## src/rtl/dmacre_pkg.sv

```systemverilog
`timescale 1ns / 1ps
`default_nettype none
// ----------------------------------------------------------------------------
// dmacre_pkg
// Shared types and constants for the DMA channel register engine.
// ----------------------------------------------------------------------------
package dmacre_pkg;

    typedef enum logic [1:0] {
        FUNC_READ  = 2'd0,
        FUNC_WRITE = 2'd1,
        FUNC_STEP  = 2'd2,
        FUNC_NOP   = 2'd3
    } func_t;

    // access sizes that get special handling; anything else is a dword
    localparam logic [2:0] SZ_BYTE  = 3'd1;
    localparam logic [2:0] SZ_WORD  = 3'd2;
    localparam logic [2:0] SZ_DWORD = 3'd4;

    // register id groups, taken from id bits 7:4
    localparam logic [3:0] GRP_SOURCE = 4'h0;
    localparam logic [3:0] GRP_TARGET = 4'h1;
    localparam logic [3:0] GRP_COUNT  = 4'h2;

    // nesting level sits at 0x3C (low byte) and 0x3D (high byte)
    localparam logic [7:0] NEST_ID = 8'h3C;

    // channel step modes, config bits 4:2
    localparam logic [2:0] MODE_TGT_INC  = 3'd0;
    localparam logic [2:0] MODE_TGT_DEC  = 3'd1;
    localparam logic [2:0] MODE_SRC_INC  = 3'd2;
    localparam logic [2:0] MODE_SRC_DEC  = 3'd3;
    localparam logic [2:0] MODE_FIXED    = 3'd4;
    localparam logic [2:0] MODE_SRC_STEP = 3'd5;

    localparam int ADDR_W = 24;

    typedef struct packed {
        logic              channel_done;
        logic [2:0]        transfer_bytes;
        logic [ADDR_W-1:0] transfer_target;
        logic [ADDR_W-1:0] transfer_source;
        logic [31:0]       read_data;
    } result_t;

endpackage

`default_nettype wire

```

## src/rtl/dmacre_regfile.sv

```systemverilog
`timescale 1ns / 1ps
`default_nettype none
// ----------------------------------------------------------------------------
// dmacre_regfile
// Channel register file with control-register access and DMA step logic.
// ----------------------------------------------------------------------------
module dmacre_regfile
(
    input  wire logic              clk,
    input  wire logic              rst_n,
    input  wire logic              step_en,
    input  wire dmacre_pkg::func_t func,
    input  wire logic [7:0]        register_id,
    input  wire logic [2:0]        access_size,
    input  wire logic [31:0]       write_value,
    input  wire logic [1:0]        dma_channel,
    output dmacre_pkg::result_t    result
);

    logic [31:0] src_reg [4];
    logic [31:0] tgt_reg [4];
    logic [31:0] cm_reg  [4];
    logic [15:0] nest_reg;

    logic [31:0] src_next;
    logic [31:0] tgt_next;
    logic [31:0] cm_next;
    logic [15:0] nest_next;
    logic        src_we;
    logic        tgt_we;
    logic        cm_we;
    logic        nest_we;

    logic        is_step;
    logic        is_write;
    logic [1:0]  sel_ch;
    logic [31:0] cur_src;
    logic [31:0] cur_tgt;
    logic [31:0] cur_cm;
    logic        is_nest;
    logic        forbid;
    logic        mapped;
    logic [31:0] cur_word;
    logic [31:0] rd_word;
    logic [31:0] wr_word;
    logic [15:0] wr_nest;
    logic [2:0]  mode;
    logic [2:0]  bytes;
    logic [31:0] bytes32;
    logic [31:0] step_src;
    logic [31:0] step_tgt;
    logic [15:0] cnt_dec;
    logic        moves;

    // one channel index serves both register access and stepping
    assign is_step  = (func == dmacre_pkg::FUNC_STEP);
    assign is_write = (func == dmacre_pkg::FUNC_WRITE);
    assign sel_ch   = is_step ? dma_channel : register_id[3:2];
    assign cur_src  = src_reg[sel_ch];
    assign cur_tgt  = tgt_reg[sel_ch];
    assign cur_cm   = cm_reg[sel_ch];

    assign is_nest = (register_id[7:1] == dmacre_pkg::NEST_ID[7:1]);
    assign forbid  = (access_size == dmacre_pkg::SZ_DWORD) && register_id[1];

    always_comb
    begin
        mapped   = 1'b1;
        cur_word = cur_src;
        unique case (register_id[7:4])
            dmacre_pkg::GRP_SOURCE: cur_word = cur_src;
            dmacre_pkg::GRP_TARGET: cur_word = cur_tgt;
            dmacre_pkg::GRP_COUNT:  cur_word = cur_cm;
            default:                mapped   = 1'b0;
        endcase
    end

    // read path
    always_comb
    begin
        rd_word = 32'd0;
        if (is_nest)
        begin
            if (access_size == dmacre_pkg::SZ_BYTE)
                rd_word = {24'd0, nest_reg[{register_id[0], 3'b000} +: 8]};
            else
                rd_word = {16'd0, nest_reg};
        end
        else if (!forbid && mapped)
        begin
            if (access_size == dmacre_pkg::SZ_BYTE)
                rd_word = {24'd0, cur_word[{register_id[1:0], 3'b000} +: 8]};
            else if (access_size == dmacre_pkg::SZ_WORD)
                rd_word = {16'd0, cur_word[{register_id[1], 4'b0000} +: 16]};
            else
                rd_word = cur_word;
        end
    end

    // write merge by lane
    always_comb
    begin
        wr_word = cur_word;
        if (access_size == dmacre_pkg::SZ_BYTE)
            wr_word[{register_id[1:0], 3'b000} +: 8] = write_value[7:0];
        else if (access_size == dmacre_pkg::SZ_WORD)
            wr_word[{register_id[1], 4'b0000} +: 16] = write_value[15:0];
        else
            wr_word = write_value;

        wr_nest = nest_reg;
        if (access_size == dmacre_pkg::SZ_BYTE)
            wr_nest[{register_id[0], 3'b000} +: 8] = write_value[7:0];
        else
            wr_nest = write_value[15:0];
    end

    // channel step
    assign mode    = cur_cm[20:18];
    assign bytes   = (cur_cm[17:16] == 2'd0) ? 3'd1 :
                     (cur_cm[17:16] == 2'd1) ? 3'd2 : 3'd4;
    assign bytes32 = {29'd0, bytes};
    assign cnt_dec = cur_cm[15:0] - 16'd1;
    assign moves   = (mode <= dmacre_pkg::MODE_FIXED);

    always_comb
    begin
        step_src = cur_src;
        step_tgt = cur_tgt;
        unique case (mode)
            dmacre_pkg::MODE_TGT_INC:  step_tgt = cur_tgt + bytes32;
            dmacre_pkg::MODE_TGT_DEC:  step_tgt = cur_tgt - bytes32;
            dmacre_pkg::MODE_SRC_INC:  step_src = cur_src + bytes32;
            dmacre_pkg::MODE_SRC_DEC:  step_src = cur_src - bytes32;
            dmacre_pkg::MODE_SRC_STEP: step_src = cur_src + 32'd1;
            default:                   ;
        endcase
    end

    // register updates
    always_comb
    begin
        src_we    = 1'b0;
        tgt_we    = 1'b0;
        cm_we     = 1'b0;
        nest_we   = 1'b0;
        src_next  = wr_word;
        tgt_next  = wr_word;
        cm_next   = wr_word;
        nest_next = wr_nest;
        if (step_en)
        begin
            if (is_step)
            begin
                src_we   = 1'b1;
                tgt_we   = 1'b1;
                cm_we    = 1'b1;
                src_next = step_src;
                tgt_next = step_tgt;
                cm_next  = {cur_cm[31:16], cnt_dec};
            end
            else if (is_write)
            begin
                if (is_nest)
                begin
                    nest_we = 1'b1;
                end
                else if (!forbid)
                begin
                    src_we = (register_id[7:4] == dmacre_pkg::GRP_SOURCE);
                    tgt_we = (register_id[7:4] == dmacre_pkg::GRP_TARGET);
                    cm_we  = (register_id[7:4] == dmacre_pkg::GRP_COUNT);
                end
            end
        end
    end

    always_ff @(posedge clk or negedge rst_n)
    begin
        if (!rst_n)
        begin
            for (int i = 0; i < 4; i++)
            begin
                src_reg[i] <= 32'd0;
                tgt_reg[i] <= 32'd0;
                cm_reg[i]  <= 32'd0;
            end
            nest_reg <= 16'd0;
        end
        else
        begin
            if (src_we)
                src_reg[sel_ch] <= src_next;
            if (tgt_we)
                tgt_reg[sel_ch] <= tgt_next;
            if (cm_we)
                cm_reg[sel_ch] <= cm_next;
            if (nest_we)
                nest_reg <= nest_next;
        end
    end

    always_comb
    begin
        result                 = '0;
        result.read_data       = (func == dmacre_pkg::FUNC_READ) ? rd_word : 32'd0;
        if (is_step)
        begin
            result.channel_done = (cnt_dec == 16'd0);
            if (moves)
            begin
                result.transfer_source = cur_src[dmacre_pkg::ADDR_W-1:0];
                result.transfer_target = cur_tgt[dmacre_pkg::ADDR_W-1:0];
                result.transfer_bytes  = bytes;
            end
        end
    end

endmodule

`default_nettype wire

```

## src/rtl/dma_channel_register_engine.sv

```systemverilog
`timescale 1ns / 1ps
`default_nettype none
// ----------------------------------------------------------------------------
// dma_channel_register_engine
// Four-channel DMA register engine: register access and channel stepping.
// ----------------------------------------------------------------------------
// Usage:
//   s_axis carries one command word per transfer: tuser holds the function
//   (read, write, step, no-op), tdata the register id, access size, write
//   value and channel. m_axis returns exactly one result word per command:
//   read data, the transfer source/target (24 bits), byte count and the
//   channel done flag.
//   A command is captured in an input register; when the output register
//   is empty or being taken, the register file is read, updated and the
//   result lands in the output register, which drives m_axis_tvalid.
//   Throughput is one command per cycle while the receiver keeps up; each
//   command's register update is committed in the same edge that loads its
//   result, so the next command already sees it.
//   When the receiver stalls, the result holds in the output register and
//   one more command may wait in the input register; s_axis_tready drops
//   only when both are full.
//   Reset clears all channel words, the nesting level and both valid flags.
// ----------------------------------------------------------------------------
module dma_channel_register_engine
(
    input  wire logic        clk,
    input  wire logic        rst_n,
    input  wire logic        s_axis_tvalid,
    output logic             s_axis_tready,
    // [7:0] register_id, [10:8] access_size, [42:11] write_value,
    // [44:43] dma_channel, [47:45] zero
    input  wire logic [47:0] s_axis_tdata,
    // [1:0] func
    input  wire logic [1:0]  s_axis_tuser,
    output logic             m_axis_tvalid,
    input  wire logic        m_axis_tready,
    // [31:0] read_data, [55:32] transfer_source, [79:56] transfer_target,
    // [82:80] transfer_bytes, [83] channel_done, [87:84] zero
    output logic [87:0]      m_axis_tdata
);

    logic                in_valid_reg;
    logic                in_valid_next;
    dmacre_pkg::func_t   func_reg;
    logic [7:0]          id_reg;
    logic [2:0]          size_reg;
    logic [31:0]         value_reg;
    logic [1:0]          chan_reg;

    logic                out_valid_reg;
    logic                out_valid_next;
    dmacre_pkg::result_t result_reg;
    dmacre_pkg::result_t result_next;

    logic                advance;
    logic                step_en;
    logic                in_fire;

    assign advance       = !out_valid_reg || m_axis_tready;
    assign step_en       = in_valid_reg && advance;
    assign s_axis_tready = !in_valid_reg || advance;
    assign in_fire       = s_axis_tvalid && s_axis_tready;

    always_comb
    begin
        in_valid_next = in_valid_reg;
        if (in_fire)
            in_valid_next = 1'b1;
        else if (step_en)
            in_valid_next = 1'b0;

        out_valid_next = out_valid_reg;
        if (step_en)
            out_valid_next = 1'b1;
        else if (m_axis_tready)
            out_valid_next = 1'b0;
    end

    always_ff @(posedge clk or negedge rst_n)
    begin
        if (!rst_n)
        begin
            in_valid_reg  <= 1'b0;
            out_valid_reg <= 1'b0;
        end
        else
        begin
            in_valid_reg  <= in_valid_next;
            out_valid_reg <= out_valid_next;
        end
    end

    always_ff @(posedge clk)
    begin
        if (in_fire)
        begin
            func_reg  <= dmacre_pkg::func_t'(s_axis_tuser);
            id_reg    <= s_axis_tdata[7:0];
            size_reg  <= s_axis_tdata[10:8];
            value_reg <= s_axis_tdata[42:11];
            chan_reg  <= s_axis_tdata[44:43];
        end
        if (step_en)
            result_reg <= result_next;
    end

    dmacre_regfile u_regfile
    (
        .clk         (clk),
        .rst_n       (rst_n),
        .step_en     (step_en),
        .func        (func_reg),
        .register_id (id_reg),
        .access_size (size_reg),
        .write_value (value_reg),
        .dma_channel (chan_reg),
        .result      (result_next)
    );

    assign m_axis_tvalid = out_valid_reg;
    assign m_axis_tdata  = {4'd0, result_reg};

    // a pending command always reaches the empty output register next cycle
    a_pending_moves: assert property (@(posedge clk) disable iff (!rst_n)
        in_valid_reg && !out_valid_reg |=> out_valid_reg)
        else $error("pending command did not produce a result");

    // without a transfer, both addresses read zero
    a_no_move_zero: assert property (@(posedge clk) disable iff (!rst_n)
        m_axis_tvalid && (m_axis_tdata[82:80] == 3'd0)
        |-> (m_axis_tdata[79:32] == 48'd0))
        else $error("addresses reported without a transfer");

    // a transfer result never carries read data
    a_move_no_read: assert property (@(posedge clk) disable iff (!rst_n)
        m_axis_tvalid && (m_axis_tdata[82:80] != 3'd0)
        |-> (m_axis_tdata[31:0] == 32'd0))
        else $error("read data on a step result");

    // byte count is 0, 1, 2 or 4
    a_bytes_legal: assert property (@(posedge clk) disable iff (!rst_n)
        m_axis_tvalid |-> (m_axis_tdata[82:80] == 3'd0 || m_axis_tdata[82:80] == 3'd1 ||
                           m_axis_tdata[82:80] == 3'd2 || m_axis_tdata[82:80] == 3'd4))
        else $error("illegal transfer byte count");

endmodule

`default_nettype wire

```

## config.mk

```make
export PLATFORM = sky130hd
export DESIGN_NAME = dma_channel_register_engine
export DESIGN_NICKNAME = d
export VERILOG_FILES = /design/src/rtl/dmacre_pkg.sv /design/src/rtl/dmacre_regfile.sv /design/src/rtl/dma_channel_register_engine.sv
export SDC_FILE = /design/constraint.sdc
export NUM_CORES = 1
export LEC_CHECK = 0
export BUFFER_PORTS_ARGS = -buffer_cell sky130_fd_sc_hd__buf_4
export CAP_MARGIN = 0
export CORE_ASPECT_RATIO = 1.25
export CORE_UTILIZATION = 30
export CTS_BUF_LIST = sky130_fd_sc_hd__clkbuf_16
export CTS_CLUSTER_SIZE = 12
export DETAILED_ROUTE_END_ITERATION = 6
export GPL_ROUTABILITY_DRIVEN = 0
export SLEW_MARGIN = 10
export SYNTH_ARGS = -nofsm -noshare
export SYNTH_HDL_FRONTEND = slang
export SYNTH_SLANG_ARGS = --single-unit
```

## constraint.sdc

```tcl
create_clock -name clk -period 8.85 [get_ports clk]
set_clock_uncertainty 0.15 [all_clocks]
set_input_delay 0.885 -clock clk [delete_from_list [all_inputs] [get_ports clk]]
set_output_delay 0.885 -clock clk [all_outputs]
set_load 0.1 [all_outputs]
```

==> results_dict.tcl, run 1 <==
set metrics [dict create \
    outcome "finished, final reports clean" \
    slew_violations 0 \
    synthToLayoutAreaGrowth_pct 13.6 \
    whs_ns 0.119 \
    grt_max_degree 85 \
    cp-start-kind "flop" \
    clockPowerShare_pct 23.6 \
    coreArea_um2 96500 \
    hold_buffers 0 \
    dp_cells 4437 \
    ff2ff_setup_slack_ns 1.43 \
    tns_ns 0 \
    critPathRequiredTime_ns 9.30 \
    die_area_um2 99000 \
    place_area_um2 31700 \
    wl_met1_mm 42.1 \
    cp_slowest_stage_delay_ns 0.76 \
    totalWireLength_mm 106 \
    final_antenna_net_count 0 \
    critical_path_class "reg -> reg" \
    htreeDepth 2 \
    ctsResizeCount 0 \
    initial_utilization_pct 30.4 \
    critPathCaptureType "flop" \
    syn_avg_cell_area_um2 9.26 \
    die_x_um 282 \
    grt_usage_pct 21.1 \
    antenna_found_initial 9 \
    synth-main-ff-cell "dfrtp_1" \
    grt_overflow 0 \
    hold_violations 0 \
    drv_cap 0 \
    drc 0 \
    sw_frac_of_total_pct 40.3 \
    crit_start "func_reg[0]$_DFFE_PP_" \
    timing.final.crit_share_pct 83.9 \
    vias_per_cell 5.58 \
    crit_path_cell_trace "nor2b_2, mux2i_4, a22o_1, nor2_4, buf_4, nand2_2, inv_2, o21a_1, ha_1, nor2b_1, o31a_1, o21ai_0, nand2_1, a221oi_1, o41a_1, o221ai_1, nand3_1, nand4b_1, xnor2_1, o311ai_1, mux2_2" \
    arrival_ns 7.88 \
    die_h_um 352 \
    wl_met3_mm 8.00 \
    final_util_pct 34.5 \
    grt_pass1_wl_mm 157 \
    drtIter0Drc 3090 \
    dpl.hpwl_mm 74.0 \
    num_vias 25400 \
    cts_tree "done" \
    post-route-worst-setup-slack_ns 1.43 \
    clockBufferDepth 3 \
    crit_path_top_delay_cell "nor2b_2" \
    p_int_mw 5.48 \
    num_rows 127 \
    clock-sinks 533 \
    fmax_mhz 135 \
    r2r_start "func_reg[0]$_DFFE_PP_" \
    path_max_fanout 30 \
    synth_seq_cells 533 \
    p_leak_nw 14.2 \
    pre_cts_ws_ns 1.61 \
    ir_worst_vdd_uv 158 \
    post_synth_inst_count 3168 \
    yosysSeqAreaShare_pct 47.7 \
    fin_total_pwr_mw 9.17 \
    pwr_density_cell_nw_per_um2 275 \
    cts_setup_buffers 0 \
    final_cells 4540 \
    setup_violations 0 \
    insertion_delay_ns 0.67 \
    power_frac_comb_pct 37.8 \
    wire_per_inst_um 23.3 \
    layout.nets 3318 \
    async_flop_share_pct 75.4 \
    hold_class "in -> async" \
    nFillCells 9838 \
    clkTransAtPathRegs_ns 0.06 \
    clockRootBuffer "clkbuf_16" \
    cts-buffers-inserted 55 \
    ys_warn_count 0 \
    synth_cell_types 106 \
    drive_gt1_share_pct 13.9 \
    topRoutingLayerUsed "met5" \
    fin_area_um2 33300 \
    fin_crit_ns 7.42 \
    tightest_slew_ns 1.29 \
    firstDrtPassIters 6 \
    syn_area_um2 29300 \
    grt_pass1_vias 23800 \
    synth_edf_count 131 \
    rr_worst_depth 21 \
    portBuffers 136 \
    slew_headroom_pct 14.3 \
    num_io_pins 144 \
    dr_wl_met2_mm 49.2 \
    power_switching_mw 3.69 \
    rsz0062_at_grt "false" \
    power_frac_seq_pct 38.5 \
]
[synth_stat cells (37+ instances only)]
library cell / number / share of area [%]
a221oi_1: 40 / 1.2
mux2_2: 97 / 3.7
o21ai_0: 328 / 5.6
a31oi_1: 40 / 0.85
ha_1: 58 / 2.5
a22oi_1: 176 / 4.5
nand2_1: 618 / 7.9
nand3_1: 67 / 1.1
inv_1: 37 / 0.47
nor2_1: 193 / 2.5
a21oi_1: 199 / 3.4
clkbuf_1: 157 / 2.0
dfrtp_1: 402 / 34
edfxtp_1: 131 / 13
[final timing paths]
check,to
min in group clk,id_reg[6]$_DFFE_PP_
worst min-delay path,u_regfile.tgt_reg[119]$_DFFE_PN0P_
max in group asynchronous,u_regfile.src_reg[19]$_DFFE_PN0P_
worst max register to register,u_regfile.src_reg[118]$_DFFE_PN0P_
worst max-delay path,u_regfile.src_reg[118]$_DFFE_PN0P_
worst min register to register,u_regfile.src_reg[73]$_DFFE_PN0P_
[critical path, delay by kind of cell, from the launching register on]
kind                       cells  cell delay, ns
AOI/OAI and AO/OA              8            2.62
xor gates and xnor gates       1            0.24
adders and majority gates      1            0.31
buffers and inverters          2            0.34
DFF                            1            0.45
muxes                          2            0.99
and+or+nand+nor                7            2.24
[layout by cell type, fill, tap and decap left out, types with 12 or more instances in the layout]
cell	instances
a31oi_1	40
and2_1	23
mux2_2	97
a22o_1	12
nor2_1	192
a211oi_1	18
a21boi_0	22
xnor2_1	32
nor4_1	14
mux2i_1	18
nand4_1	18
clkbuf_16	55
nand3_1	67
a21o_1	24
inv_1	63
a22oi_1	176
buf_4	204
a21oi_1	198
dfrtp_1	402
o211ai_1	26
xor2_1	15
edfxtp_1	131
ha_1	58
o22ai_1	29
o21ai_0	328
o21ai_1	15
nor3_1	33
a221oi_1	39
or3_1	16
nand2_1	612
[logic make-up after synthesis]
kind of cell             share of synthesized area (%)
flip-flops                                        47.7
AO/OA/AOI/OAI                                     23.7
XOR/XNOR                                          1.40
buffers and inverters                             3.79
other                                           0.0128
multiplexers                                      4.99
AND/OR/NAND/NOR                                   15.6
adder cells (fa/ha/maj)                           2.79
[final cells by class]
class,count,area (µm²),area share (%)
inverter,39,146,0.439
antenna,2,5.00,0.0150
multi-input combinational,2367,14300,43.0
clock inverter,46,255,0.766
sequential,533,14000,42.0
clock buffer,55,1380,4.13
timing repair buffer,208,1610,4.82
tap,1290,1610,4.84
[layer usage]
layer | GRT usage [%] | up-vias
met3 | 3.74 | 259
met5 | 0 | -
met4 | 12.4 | 6
met1 | 26.7 | 12300
met2 | 33.6 | 1091
li1 | - | 11700
[power by group through the flow]
stage	combinational (mW)	clock (mW)	sequential [mW]
global route	3.76	2.31	3.60
CTS	3.41	2.21	3.52
global placement	3.36	0	3.54
detailed placement	3.40	0	3.56
floorplan	2.16	0	3.72
finish	3.47	2.17	3.53
No activity file was read; power rests on OpenSTA's default activity.
==> run 2: changes to the inputs <==
Clock period 8.85 ns to 7.8 ns, I/O delays scaled along.
==> results_dict.tcl, run 2 (synthesis results as in run 1) <==
set metrics [dict create \
    outcome "complete, but fails checks" \
    violations "DRC" \
    num_vias 25700 \
    gr-usage-met2_pct 34.1 \
    rsz0062_at_grt "false" \
    layout.nets 3340 \
    antenna_found_initial 7 \
    fin_crit_ns 6.76 \
    cts_setup_buffers 0 \
    clock-sinks 533 \
    wire_per_inst_um 23.6 \
    hold_violations 0 \
    nFillCells 9862 \
    clkTransAtPathRegs_ns 0.06 \
    drive_gt1_share_pct 14.4 \
    fmax_mhz 148 \
    totalWireLength_mm 107 \
    cp_slowest_stage_delay_ns 0.67 \
    htreeDepth 2 \
    path_max_fanout 9 \
    grt_max_degree 145 \
    critPathCaptureType "flop" \
    dpl.hpwl_mm 76.3 \
    hold_buffers 0 \
    num_io_pins 144 \
    grt_pass1_vias 24400 \
    met3_usage_pct 4.19 \
    slew_violations 0 \
    pwr_density_cell_nw_per_um2 312 \
    final_antenna_net_count 0 \
    tightest_slew_ns 1.25 \
    coreArea_um2 96500 \
    grt_usage_pct 21.4 \
    grt_pass1_wl_mm 160 \
    hold_class "in -> async" \
    drc 5 \
    insertion_delay_ns 0.67 \
    drv_cap 0 \
    die_x_um 282 \
    ir_worst_vdd_uv 169 \
    grt_overflow 0 \
    crit_path_cell_trace "nor2b_2, o31ai_4, buf_4, a22oi_2, a211oi_1, nand2_1, nand2_1, ha_1, inv_1, fa_1, nor2b_1, o31a_1, o21ai_0, a41oi_2, a2111oi_4, o41a_1, o221ai_1, nand3_1, nand4b_1, nand3_1, a221oi_1, o31ai_1" \
    setup_violations 0 \
    crit_path_top_delay_cell "o31ai_4" \
    critPathRequiredTime_ns 8.14 \
    num_rows 127 \
    final_util_pct 34.7 \
    drtIter0Drc 2835 \
    portBuffers 136 \
    layout_commonest_cell "nand2_1" \
    cp-start-kind "flop" \
    clockBufferDepth 3 \
    tns_ns 0 \
    critical_path_class "reg -> reg" \
    vias_per_cell 5.65 \
    initial_utilization_pct 30.4 \
    p_leak_nw 14.3 \
    cts-buffers-inserted 55 \
    ctsResizeCount 0 \
    arrival_ns 7.10 \
    die_h_um 352 \
    synthToLayoutAreaGrowth_pct 14.1 \
    firstDrtPassIters 7 \
    use_met1_pct 26.6 \
    timing.final.crit_share_pct 86.7 \
    cts_tree "done" \
    top_usage_layer "met2" \
    final_cell_mix "nand2_1, dfrtp_1, o21ai_0" \
    clockRootBuffer "clkbuf_16" \
    slew_headroom_pct 16.7 \
    die_area_um2 99000 \
]
run 2: changes by cell type in the layout (fill, tap and decap cells not counted), sizes merged:
| cell | change |
|---|---|
| buf | +22 |
| inv | -7 |
| clkinv | +5 |
| clkbuf | +1 |
| clkinvlp | -1 |
run 2: worst max-delay path: cells and delay by family (launching register included):
| kind | cells | cell delay, ns |
|---|---|---|
| AND/OR/NAND/NOR | 7 | 1.36 |
| buffers and inverters | 2 | 0.39 |
| adder cells (fa/ha/maj) | 2 | 0.54 |
| flip-flops | 1 | 0.46 |
| AO/OA/AOI/OAI | 11 | 3.66 |
run 2: layer usage:
metal,share of wire [%],vias to the layer above
met2,46,1221
met5,0.021,-
met3,8.1,303
li1,-,11700
met1,39,12500
met4,6.8,4
run 2: layout make-up:
class	instances	area, µm²	area share (%)
Inverter	39	146	0.437
Multi-Input combinational cell	2367	14300	42.8
Clock inverter	43	220	0.658
Clock buffer	56	1400	4.19
Sequential cell	533	14000	41.8
Tap cell	1290	1610	4.82
Antenna cell	2	5.00	0.0150
Timing Repair Buffer	230	1770	5.29
run 2: worst paths after layout:
| check | from | to | slack [ns] | depth (start not counted) |
|---|---|---|---|---|
| max reg2reg | func_reg[1]$_DFFE_PP_ | u_regfile.src_reg[126]$_DFFE_PN0P_ | 1.04 | 22 |
| max | func_reg[1]$_DFFE_PP_ | u_regfile.src_reg[126]$_DFFE_PN0P_ | 1.04 | 22 |
| min in group clk | s_axis_tdata[44] | chan_reg[1]$_DFFE_PP_ | 0.14 | 1 |
| min reg2reg | u_regfile.tgt_reg[65]$_DFFE_PN0P_ | u_regfile.tgt_reg[65]$_DFFE_PN0P_ | 0.33 | 2 |
| max in group asynchronous | rst_n | u_regfile.src_reg[19]$_DFFE_PN0P_ | 6.15 | 2 |
| min | rst_n | u_regfile.tgt_reg[22]$_DFFE_PN0P_ | 0.02 | 1 |
run 2: through the flow:
step / setup slack, ns / std cells / power [mW] / area [µm²] / hold slack (ns)
after floorplan: 2.02 / 3171 / 6.67 / 29300 / 0.296
after global placement: 1.35 / 4459 / 7.87 / 31800 / 0.310
after detailed placement: 1.27 / 4459 / 7.94 / 31800 / 0.315
after CTS: 1.21 / 4558 / 10.4 / 33500 / 0.0401
after global routing: 0.699 / 4558 / 11.0 / 33500 / 0.0650
final: 1.04 / 4560 / 10.5 / 33500 / 0.0168
run 2: where the power goes:
group          leakage, nW  internal, mW  total, mW  switching, mW
combinational         6.95          1.31       3.99           2.68
sequential            6.45          3.61       4.01          0.394
clock                0.883          1.32       2.46           1.14
total                 14.3          6.24       10.5           4.21
